<file path="src/hdl/sfna_pkg.sv">
`timescale 1ns / 1ps

package sfna_pkg;

    localparam int SET_SIZE  = 1024;
    localparam int NUMBER_W  = 11;
    localparam int WORD_BITS = 64;
    localparam int BIT_W     = 6;
    localparam int NUM_WORDS = (SET_SIZE + WORD_BITS - 1) / WORD_BITS;
    localparam int WIDX_W    = (NUM_WORDS > 1) ? $clog2(NUM_WORDS) : 1;

    localparam logic CMD_POP = 1'b0;
    localparam logic CMD_ADD = 1'b1;

    typedef logic [WORD_BITS-1:0] t_word;
    typedef logic [WIDX_W-1:0]    t_widx;
    typedef logic [BIT_W-1:0]     t_bit;

    typedef struct packed {
        logic take;
        logic locate;
        logic read;
        logic update;
    } t_dp_cmd;

    typedef struct packed {
        logic out_busy;
    } t_dp_status;

    function automatic t_word reset_word(input t_widx widx);
        t_word w;
        w = '0;
        for (int b = 0; b < WORD_BITS; b++) begin
            w[b] = ((int'(widx) * WORD_BITS + b) < SET_SIZE);
        end
        return w;
    endfunction

endpackage

</file>
<file path="src/hdl/sfna_ctrl.sv">
`timescale 1ns / 1ps

module sfna_ctrl (
    input  logic                   i_clk,
    input  logic                   i_rst_n,
    input  logic                   i_valid,
    output logic                   o_stall,
    input  sfna_pkg::t_dp_status   i_status,
    output sfna_pkg::t_dp_cmd      o_ctl
);

    typedef enum logic [1:0] {
        ST_IDLE,
        ST_LOCATE,
        ST_READ,
        ST_UPDATE
    } t_state;

    t_state r_state;
    t_state n_state;
    logic   take;

    assign o_stall = (r_state != ST_IDLE) || i_status.out_busy;
    assign take    = i_valid && !o_stall;

    always_comb begin
        n_state = r_state;
        case (r_state)
            ST_IDLE:   if (take) n_state = ST_LOCATE;
            ST_LOCATE: n_state = ST_READ;
            ST_READ:   n_state = ST_UPDATE;
            ST_UPDATE: n_state = ST_IDLE;
            default:   n_state = ST_IDLE;
        endcase
    end

    always_ff @(posedge i_clk) begin
        if (!i_rst_n) begin
            r_state <= ST_IDLE;
        end else begin
            r_state <= n_state;
        end
    end

    assign o_ctl.take   = take;
    assign o_ctl.locate = (r_state == ST_LOCATE);
    assign o_ctl.read   = (r_state == ST_READ);
    assign o_ctl.update = (r_state == ST_UPDATE);

endmodule

</file>
<file path="src/hdl/sfna_dp.sv">
`timescale 1ns / 1ps

module sfna_dp (
    input  logic                            i_clk,
    input  logic                            i_rst_n,
    input  sfna_pkg::t_dp_cmd               i_ctl,
    input  logic                            i_cmd,
    input  logic [sfna_pkg::NUMBER_W-1:0]   i_number,
    input  logic                            i_stall,
    output sfna_pkg::t_dp_status            o_status,
    output logic                            o_valid,
    output logic [sfna_pkg::NUMBER_W-1:0]   o_smallest,
    output logic                            o_was_empty
);

    sfna_pkg::t_word                       r_mem [sfna_pkg::NUM_WORDS];
    logic [sfna_pkg::NUM_WORDS-1:0]        r_wvalid;
    logic [sfna_pkg::NUM_WORDS-1:0]        r_summary;

    logic                                  r_cmd;
    logic [sfna_pkg::NUMBER_W-1:0]         r_number;
    sfna_pkg::t_widx                       r_widx;
    sfna_pkg::t_bit                        r_bit;
    logic                                  r_hit;
    sfna_pkg::t_word                       r_rdata;
    logic                                  r_rvalid;

    logic                                  r_out_valid;
    logic [sfna_pkg::NUMBER_W-1:0]         r_smallest;
    logic                                  r_was_empty;

    sfna_pkg::t_widx                       f_widx;
    logic [31:0]                           num32;
    logic [31:0]                           idx32;
    logic                                  in_range;

    sfna_pkg::t_word                       word;
    sfna_pkg::t_word                       new_word;
    sfna_pkg::t_bit                        low_bit;
    logic [31:0]                           value32;
    logic                                  do_write;

    always_comb begin
        f_widx = '0;
        for (int w = sfna_pkg::NUM_WORDS - 1; w >= 0; w--) begin
            if (r_summary[w]) f_widx = sfna_pkg::t_widx'(w);
        end
    end

    assign num32    = 32'(r_number);
    assign idx32    = num32 - 32'd1;
    assign in_range = (num32 >= 32'd1) && (num32 <= 32'(sfna_pkg::SET_SIZE));

    always_comb begin
        word = r_rvalid ? r_rdata : sfna_pkg::reset_word(r_widx);
        low_bit = '0;
        for (int b = sfna_pkg::WORD_BITS - 1; b >= 0; b--) begin
            if (word[b]) low_bit = sfna_pkg::t_bit'(b);
        end
        if (r_cmd == sfna_pkg::CMD_POP) begin
            new_word = word & ~(sfna_pkg::t_word'(1) << low_bit);
        end else begin
            new_word = word | (sfna_pkg::t_word'(1) << r_bit);
        end
        value32  = (32'(r_widx) << sfna_pkg::BIT_W) + 32'(low_bit) + 32'd1;
        do_write = i_ctl.update && r_hit;
    end

    always_ff @(posedge i_clk) begin
        if (i_ctl.take) begin
            r_cmd    <= i_cmd;
            r_number <= i_number;
        end
        if (i_ctl.locate) begin
            if (r_cmd == sfna_pkg::CMD_POP) begin
                r_widx <= f_widx;
                r_bit  <= '0;
                r_hit  <= |r_summary;
            end else begin
                r_widx <= idx32[sfna_pkg::BIT_W +: sfna_pkg::WIDX_W];
                r_bit  <= idx32[sfna_pkg::BIT_W-1:0];
                r_hit  <= in_range;
            end
        end
        if (i_ctl.read) begin
            r_rdata  <= r_mem[r_widx];
            r_rvalid <= r_wvalid[r_widx];
        end
        if (do_write) begin
            r_mem[r_widx] <= new_word;
        end
        if (i_ctl.update && (r_cmd == sfna_pkg::CMD_POP)) begin
            r_smallest  <= r_hit ? value32[sfna_pkg::NUMBER_W-1:0] : '0;
            r_was_empty <= !r_hit;
        end
    end

    always_ff @(posedge i_clk) begin
        if (!i_rst_n) begin
            r_wvalid    <= '0;
            r_summary   <= '1;
            r_out_valid <= 1'b0;
        end else begin
            if (do_write) begin
                r_wvalid[r_widx]  <= 1'b1;
                r_summary[r_widx] <= |new_word;
            end
            if (i_ctl.update && (r_cmd == sfna_pkg::CMD_POP)) begin
                r_out_valid <= 1'b1;
            end else if (!i_stall) begin
                r_out_valid <= 1'b0;
            end
        end
    end

    assign o_status.out_busy = r_out_valid && i_stall;
    assign o_valid           = r_out_valid;
    assign o_smallest        = r_smallest;
    assign o_was_empty       = r_was_empty;

endmodule

</file>
<file path="src/hdl/smallest_free_number_allocator.sv">
// An accepted pop item passes through the locate, read and update states in turn
// before its result reaches the output register. A new item is taken only once the
// last is through: locate, word read and read-modify-write of the presence map run
// in turn on a single memory port, and a stalled result holds off the next item.
// Reset (synchronous, active low) restores every number to the set at once
// through per-word valid bits; items are accepted from the first cycle after.
`timescale 1ns / 1ps

module smallest_free_number_allocator (
    input  logic                            i_clk,
    input  logic                            i_rst_n,
    input  logic                            i_valid,
    output logic                            o_stall,
    input  logic                            i_cmd,
    input  logic [sfna_pkg::NUMBER_W-1:0]   i_number,
    output logic                            o_valid,
    input  logic                            i_stall,
    output logic [sfna_pkg::NUMBER_W-1:0]   o_smallest,
    output logic                            o_was_empty
);

    sfna_pkg::t_dp_cmd    ctl;
    sfna_pkg::t_dp_status status;

    sfna_ctrl u_ctrl (
        .i_clk    (i_clk),
        .i_rst_n  (i_rst_n),
        .i_valid  (i_valid),
        .o_stall  (o_stall),
        .i_status (status),
        .o_ctl    (ctl)
    );

    sfna_dp u_dp (
        .i_clk       (i_clk),
        .i_rst_n     (i_rst_n),
        .i_ctl       (ctl),
        .i_cmd       (i_cmd),
        .i_number    (i_number),
        .i_stall     (i_stall),
        .o_status    (status),
        .o_valid     (o_valid),
        .o_smallest  (o_smallest),
        .o_was_empty (o_was_empty)
    );

endmodule

</file>
<file path="config.mk">
export PLATFORM = sky130hd
export DESIGN_NAME = smallest_free_number_allocator
export DESIGN_NICKNAME = d
export VERILOG_FILES = /design/src/hdl/sfna_pkg.sv /design/src/hdl/sfna_ctrl.sv /design/src/hdl/sfna_dp.sv /design/src/hdl/smallest_free_number_allocator.sv
export SDC_FILE = /design/constraint.sdc
export NUM_CORES = 1
export LEC_CHECK = 0
export ABC_AREA = 1
export ABC_CLOCK_PERIOD_IN_PS = 15650
export BUFFER_PORTS_ARGS = -buffer_cell sky130_fd_sc_hd__buf_4
export CORE_UTILIZATION = 30
export DETAILED_ROUTE_END_ITERATION = 10
export PLACE_DENSITY = 0.41
export RECOVER_POWER = 50
export SYNTH_ARGS = -nofsm -noshare
export SYNTH_HDL_FRONTEND = slang
export SYNTH_SLANG_ARGS = --single-unit
</file>
<file path="constraint.sdc">
create_clock -name i_clk -period 15.65 [get_ports i_clk]
set_input_delay 3.13 -clock i_clk [delete_from_list [all_inputs] [get_ports i_clk]]
set_output_delay 3.13 -clock i_clk [all_outputs]
set_load 0.01 [all_outputs]
</file>
Word-level counts from Yosys, hierarchy flattened
Memories as Yosys holds them, arrays and structs flattened. A register that Yosys moved wholly into a read port is not among the register bits.
Index checks and enable logic that the tools add are counted.
{ "op_classes": {"n_addsub": 66, "order_cmp": 68, "eq_ne": 5, "shifts": 2, "n_mux": 95, "bitwise_logic": 5, "reduce_logical": 13} }
{ "ops": {"columns": ["op", "count"], "rows": [
  ["32-bit by 12-bit less-than comparator with 1-bit output, second input constant", 63],
  ["6-bit 2-to-1 mux", 64],
  ["10-bit by 6-bit adder with 11-bit output, second input constant", 32],
  ["10-bit by 5-bit adder with 11-bit output, second input constant", 16],
  ["64-bit 2-to-1 mux", 2],
  ["1-bit by 6-bit left shift with 64-bit output, first input constant", 2],
  ["10-bit by 4-bit adder with 11-bit output, second input constant", 8],
  ["4-bit 2-to-1 mux", 17],
  ["64-bit AND", 1],
  ["64-bit NOT", 1],
  ["64-bit bitwise OR", 1],
  ["64-bit OR reduction", 1],
  ["10-bit by 3-bit adder with 11-bit output, second input constant", 4],
  ["10-bit by 2-bit adder with 11-bit output, second input constant", 2],
  ["16-bit bitwise mux", 1],
  ["16-bit bitwise OR", 1],
  ["16-bit OR reduction", 1],
  ["10-bit by 1-bit adder with 11-bit output, second input constant", 1],
  ["10-bit by 6-bit adder with 11-bit output", 1],
  ["11-bit by 1-bit adder with 11-bit output, second input constant", 1],
  ["11-bit by 1-bit greater-or-equal comparator with 1-bit output, second input constant", 1],
  ["11-bit less-or-equal comparator, second input constant", 1],
  ["10-bit by 11-bit less-than comparator with 1-bit output, second input constant", 1],
  ["10-bit by 1-bit subtractor with 10-bit output, second input constant", 1],
  ["16 further kinds", 30]
]} }
{ "word_totals": {"reg_bits": 71, "ramBits": 1024, "in_bits": 16, "word_cells": 267, "mem_count": 1} }
{ "mem_list": {"columns": ["name", "words", "word_bits", "read_ports", "rd_ports_with_merged_regs", "wr", "line", "rtl"], "rows": [
  ["u_dp.r_mem", 16, 64, 1, 1, 1, "sfna_dp.sv:16", "sfna_pkg::t_word r_mem [sfna_pkg::NUM_WORDS];"]
]} }

Logic depth before layout (Yosys ltp)
{ "depth": {"ltp_word": 73, "ltp_mapped": 81, "ltp_nobuf": 80} }

Hierarchy
Synthesis repeated with hierarchy kept, for this count alone.
{ "unflattened": {"cells_unflattened": 3148, "area_unflattened_um2": 45407.3} }
{ "by_module_without_submodules": {"columns": ["mod", "n_inst", "cells_each", "area_per_inst_um2", "seq_area_each_um2"], "rows": [
  ["sfna_dp", 1, 3124, 45223.4, 34413.0],
  ["sfna_ctrl", 1, 24, 183.9, 40.0]
]} }

Worst setup path after synthesis
Ideal clock, no wire load.
{ "synth_path": {"path_kind": "input to output", "from": "input i_stall", "to": "output o_stall", "arrival_ns": 3.303, "t_required_ns": 12.520, "path_slack_ns": 9.217, "cell_stages": 2, "path_buffers": 0, "path_cell_list": "nand2_1 > nand2_1"} }
{ "synth_via": {"elab_chain_cells": 2} }
{ "synth_rtl": {"columns": ["item", "line", "rtl"], "rows": [
  ["start: declaration", "smallest_free_number_allocator.sv:17", "input logic i_stall,"],
  ["1-bit logical AND", "sfna_dp.sv:116", "assign o_status.out_busy = r_out_valid && i_stall;"],
  ["1-bit logical OR", "sfna_ctrl.sv:23", "assign o_stall = (r_state != ST_IDLE) || i_status.out_busy;"],
  ["end: declaration", "smallest_free_number_allocator.sv:13", "output logic o_stall,"]
]} }
No other way between the ends.

Final worst setup path
{ "layout_path": {"from": "register u_dp.r_widx[2]", "to": "memory u_dp.r_mem[6][20] (netlist bit), enable pin"} }
{ "layout_rtl": {"columns": ["item", "line", "rtl"], "rows": [
  ["start: declaration", "sfna_dp.sv:22", "sfna_pkg::t_widx r_widx;"],
  ["start signal: assignment", "sfna_dp.sv:76", "r_widx <= f_widx;"],
  ["start signal: assignment", "sfna_dp.sv:80", "r_widx <= idx32[sfna_pkg::BIT_W +: sfna_pkg::WIDX_W];"],
  ["end: declaration", "sfna_dp.sv:16", null]
]} }
No word-level cell before the write port.

==> impl_summary.log <==
[metrics] die extent in y: 391 µm
[metrics] DRC: 0
[metrics] placement row count: 142
[metrics] count of hold buffers inserted by post-cts repair: 0
[metrics] number of I/O port buffers: 29
[metrics] wire length of the first global-routing pass: 214000 µm
[metrics] cell type with the highest occurrence count on the critical path: clkbuf_1
[metrics] kind of cell with the highest combined delay on the critical path: buffers and inverters
[metrics] slowest cell on the critical path: clkbuf_1
[metrics] most frequent cell after synthesis: edfxtp_1
[metrics] I/O pin total: 30
[metrics] fin. max-slew vios: 1431
[metrics] Ant. Diodes: 0
[metrics] maximum clock frequency: 0.115 GHz
[metrics] Max FO, Critical Path: 35
[metrics] count of yosys warnings during synthesis: 0
[metrics] Post-synth EDFFs: 1124
[metrics] top cells by area in the synthesized netlist: edfxtp_1 74%, a22oi_1 8.6%, a21oi_1 3.5%, inv_1 1.6%, dfxtp_1 1.5%
[metrics] number of gates resized after CTS: 0
[metrics] critical path's largest stage delay: 2.72 ns
[metrics] Die Width: 391 µm
[metrics] endpoint class of the critical path: flip-flop
[metrics] Register-to-Register Path Depth: 7
[metrics] clock tree from TritonCTS: done
[metrics] sum of overflow across all layers after global routing: 0
[metrics] unique cell type count in the Yosys netlist: 61
[metrics] post-place instance area: 48100 µm²
[metrics] Leakage: 16.3 nW
[metrics] DRT Wirelength: 152000 µm
[metrics] sort of element at the start of the critical path: flip-flop
[metrics] reg-to-reg slack, setup: 6.97 ns
[metrics] net total in the final layout: 3202
[metrics] clock latency reported for the late side of the worst-skew pair: 0.80 ns
[metrics] Seq/Total Area, Yosys: 0.760
[metrics] power density over cell area: 163 nW/µm²
[metrics] via count of the routed design: 28.4k
[metrics] start of the worst register-to-register path: u_dp.r_widx[2]
[metrics] setup repair after global routing missed its margin: false
[metrics] number of nets in the synthesized netlist: 3137
[metrics] Yosys top cell by area: edfxtp_1
[metrics] slew margin rel.: -1.75
[metrics] number of antenna violations at the first check in global routing: 3
[metrics] proportion of netlist area held by the largest area contributor: 0.745
[metrics] dominant register cell in the synthesized netlist: edfxtp_1
[metrics] Period Utilization, post-route: 0.554
[metrics] area of the mapped netlist: 45300 µm²
[metrics] area inside the core boundary: 150000 µm²
[metrics] Final Skew: 0.0435 ns
[metrics] share of flip-flops with an asynchronous set or reset: 0
[metrics] TritonCTS buffer count: 132
[metrics] first-pass detailed-route iteration total: 6
[metrics] Buf+Inv Stages, Crit Path: 5
[metrics] Total Routing Usage GR: 0.198
[metrics] violated checks: max-capacitance violations, max-slew violations
[metrics] startpoint of the lowest-slack hold path: u_dp.r_wvalid[4]
[metrics] WP data arrival: 8.66 ns
[metrics] Peak supply drop: 0.106 mV
[metrics] Routability Congestion: 0.959
[metrics] total negative setup slack: 0 ns
[metrics] clk buf depth: 3
[metrics] relative area change from synthesis to final layout: 15.3%
[metrics] hold violation total from the final report: 0
[metrics] transition time at the pin with the least slew margin: 4.12 ns
[metrics] clock transition time at the flip-flop clock pins of the worst setup and hold paths: 0.06 ns
[metrics] routed wire length per instance: 28.8 µm
[metrics] post-route design area: 52300 µm²
[metrics] number of register bits inferred by synthesis: 1159
[metrics] number of H-tree levels: 4
[metrics] required arrival time at the worst endpoint: 15.63 ns
[metrics] status: finished, violations left
[metrics] buffer type at the clock tree root: clkbuf_16
[metrics] number of sinks handled by clock tree synthesis: 1159
[metrics] initial detailed-routing violation count: 2713
[metrics] post-synthesis cell count: 3107
[metrics] total of fill cells in the finished design: 14.5k
[metrics] Antenna Violating Nets Remaining: 0
[metrics] critical path class: flip-flop to flip-flop
[metrics] Max Cap Violations: 42
[metrics] # setup viols final: 0
[metrics] largest net degree at the start of global routing: 129
[metrics] Detail Placement HPWL: 82800 µm
[metrics] hold endpoint: u_dp.r_wvalid[4]
[metrics] die area: 153000 µm²
[metrics] reg2reg end: u_dp.r_mem[6][20]
[metrics] fraction of layout instances using a drive strength above 1: 0.105
[metrics] via count of the first global-routing pass: 28.2k
[metrics] hold crit path type: flip-flop to flip-flop
[metrics] mean cell area of the mapped netlist: 14.6 µm²
[metrics] PnR Total Power: 8.53 mW
[metrics] clock period minus final worst setup slack: 8.68 ns
[metrics] Vias per Instance: 5.37
[metrics] crit-path cells: inv_1 -> nor2_1 -> clkinvlp_2 -> clkbuf_1 -> clkbuf_1 -> nor2_1 -> clkbuf_1
[metrics] number of buffers inserted to repair setup after CTS: 0
[metrics] initial core utilization: 0.302
[metrics] top cell types by occurrence after synthesis: 1124 x edfxtp_1, 520 x a22oi_1, 315 x a21oi_1
[metrics] worst hold path stage count: 1
-- final cells by class --
type / instances / area (µm²) / share of cell area
Sequential cell: 1159 / 34500 / 0.659
Inverter: 223 / 851 / 0.0163
Clock inverter: 69 / 867 / 0.0166
Clock buffer: 170 / 3460 / 0.0661
Timing Repair Buffer: 104 / 638 / 0.0122
Multi-Input combinational cell: 1552 / 9490 / 0.181
Tap cell: 2016 / 2520 / 0.0483
-- logic make-up (layout without fill, tap and decap cells) --
logic type                 after synthesis  count (layout)  share of synthesized area
AOI/OAI and AO/OA                      966             966                      0.139
xor gates and xnor gates                 5               5                   0.000966
adders and majority gates               14              14                    0.00386
buffers and inverters                  396             566                     0.0338
DFF                                   1159            1159                      0.760
and+or+nand+nor                        567             567                     0.0626
-- state kept, by name, indices dropped and copies added (netlist names), 2 cells and up --
| name | flops |
|---|---|
| u_dp.o_smallest | 11 |
| u_dp.r_wvalid | 16 |
| u_dp.r_rdata | 64 |
| u_ctrl.r_state | 2 |
| u_dp.r_number | 11 |
| u_dp.r_widx | 4 |
| u_dp.r_mem | 1024 |
| u_dp.r_summary | 16 |
| u_dp.r_bit | 6 |
-- worst max-delay path by stage --
stage,from,end,slack (ns),cells after the start
2_1_floorplan,i_stall,o_stall,9.22,2
3_3_place_gp,u_dp.r_rdata[62],u_dp.r_summary[14],7.90,80
3_5_place_dp,u_dp.r_rdata[62],u_dp.r_summary[15],7.96,80
4_1_cts,u_dp.r_rdata[62],u_dp.r_summary[0],7.93,80
5_1_grt,u_dp.r_widx[3],u_dp.r_mem[9][51],6.61,6
6_report,u_dp.r_widx[2],u_dp.r_mem[6][20],6.97,7
-- metrics by stage --
step                instances  hold slack [ns]  utilization  setup slack (ns)
global placement         5051            0.448        0.321              7.90
global route             5293            0.488        0.349              6.61
detailed placement       5051            0.458        0.321              7.96
finish                   5293            0.469        0.349              6.97
floorplan                3107            0.436            -              9.22
CTS                      5290            0.467        0.350              7.93
-- routing by layer --
| layer | up-vias | wire length [µm] | GRT usage |
|---|---|---|---|
| li1 | 12200 | - | - |
| met1 | 15000 | 70900 | 0.285 |
| met2 | 974 | 70500 | 0.311 |
| met3 | 181 | 8010 | 0.0292 |
| met4 | 0 | 2870 | 0.0503 |
| met5 | - | 0 | 0 |
-- layout by cell type, fill, tap and decap left out, types with 18 or more instances in the layout --
cell type,instances
nor2_1,157
a21oi_1,311
dfxtp_1,35
nand2_1,163
or4_1,65
clkinv_1,24
inv_2,26
nand3_1,55
nor3_1,20
edfxtp_1,1124
clkbuf_1,75
nor4_1,22
o21ai_1,23
o21ai_0,61
nand4_1,30
a22oi_1,520
clkbuf_16,132
buf_4,54
nor2_4,18
inv_1,189
-- report_power, final --
part	switching [mW]	leakage (nW)	internal, mW
registers	0.117	10.3	3.74
clock network	1.29	2.06	1.77
logic	1.23	3.93	0.382
Note: power is estimated with default switching activity, not from simulation.
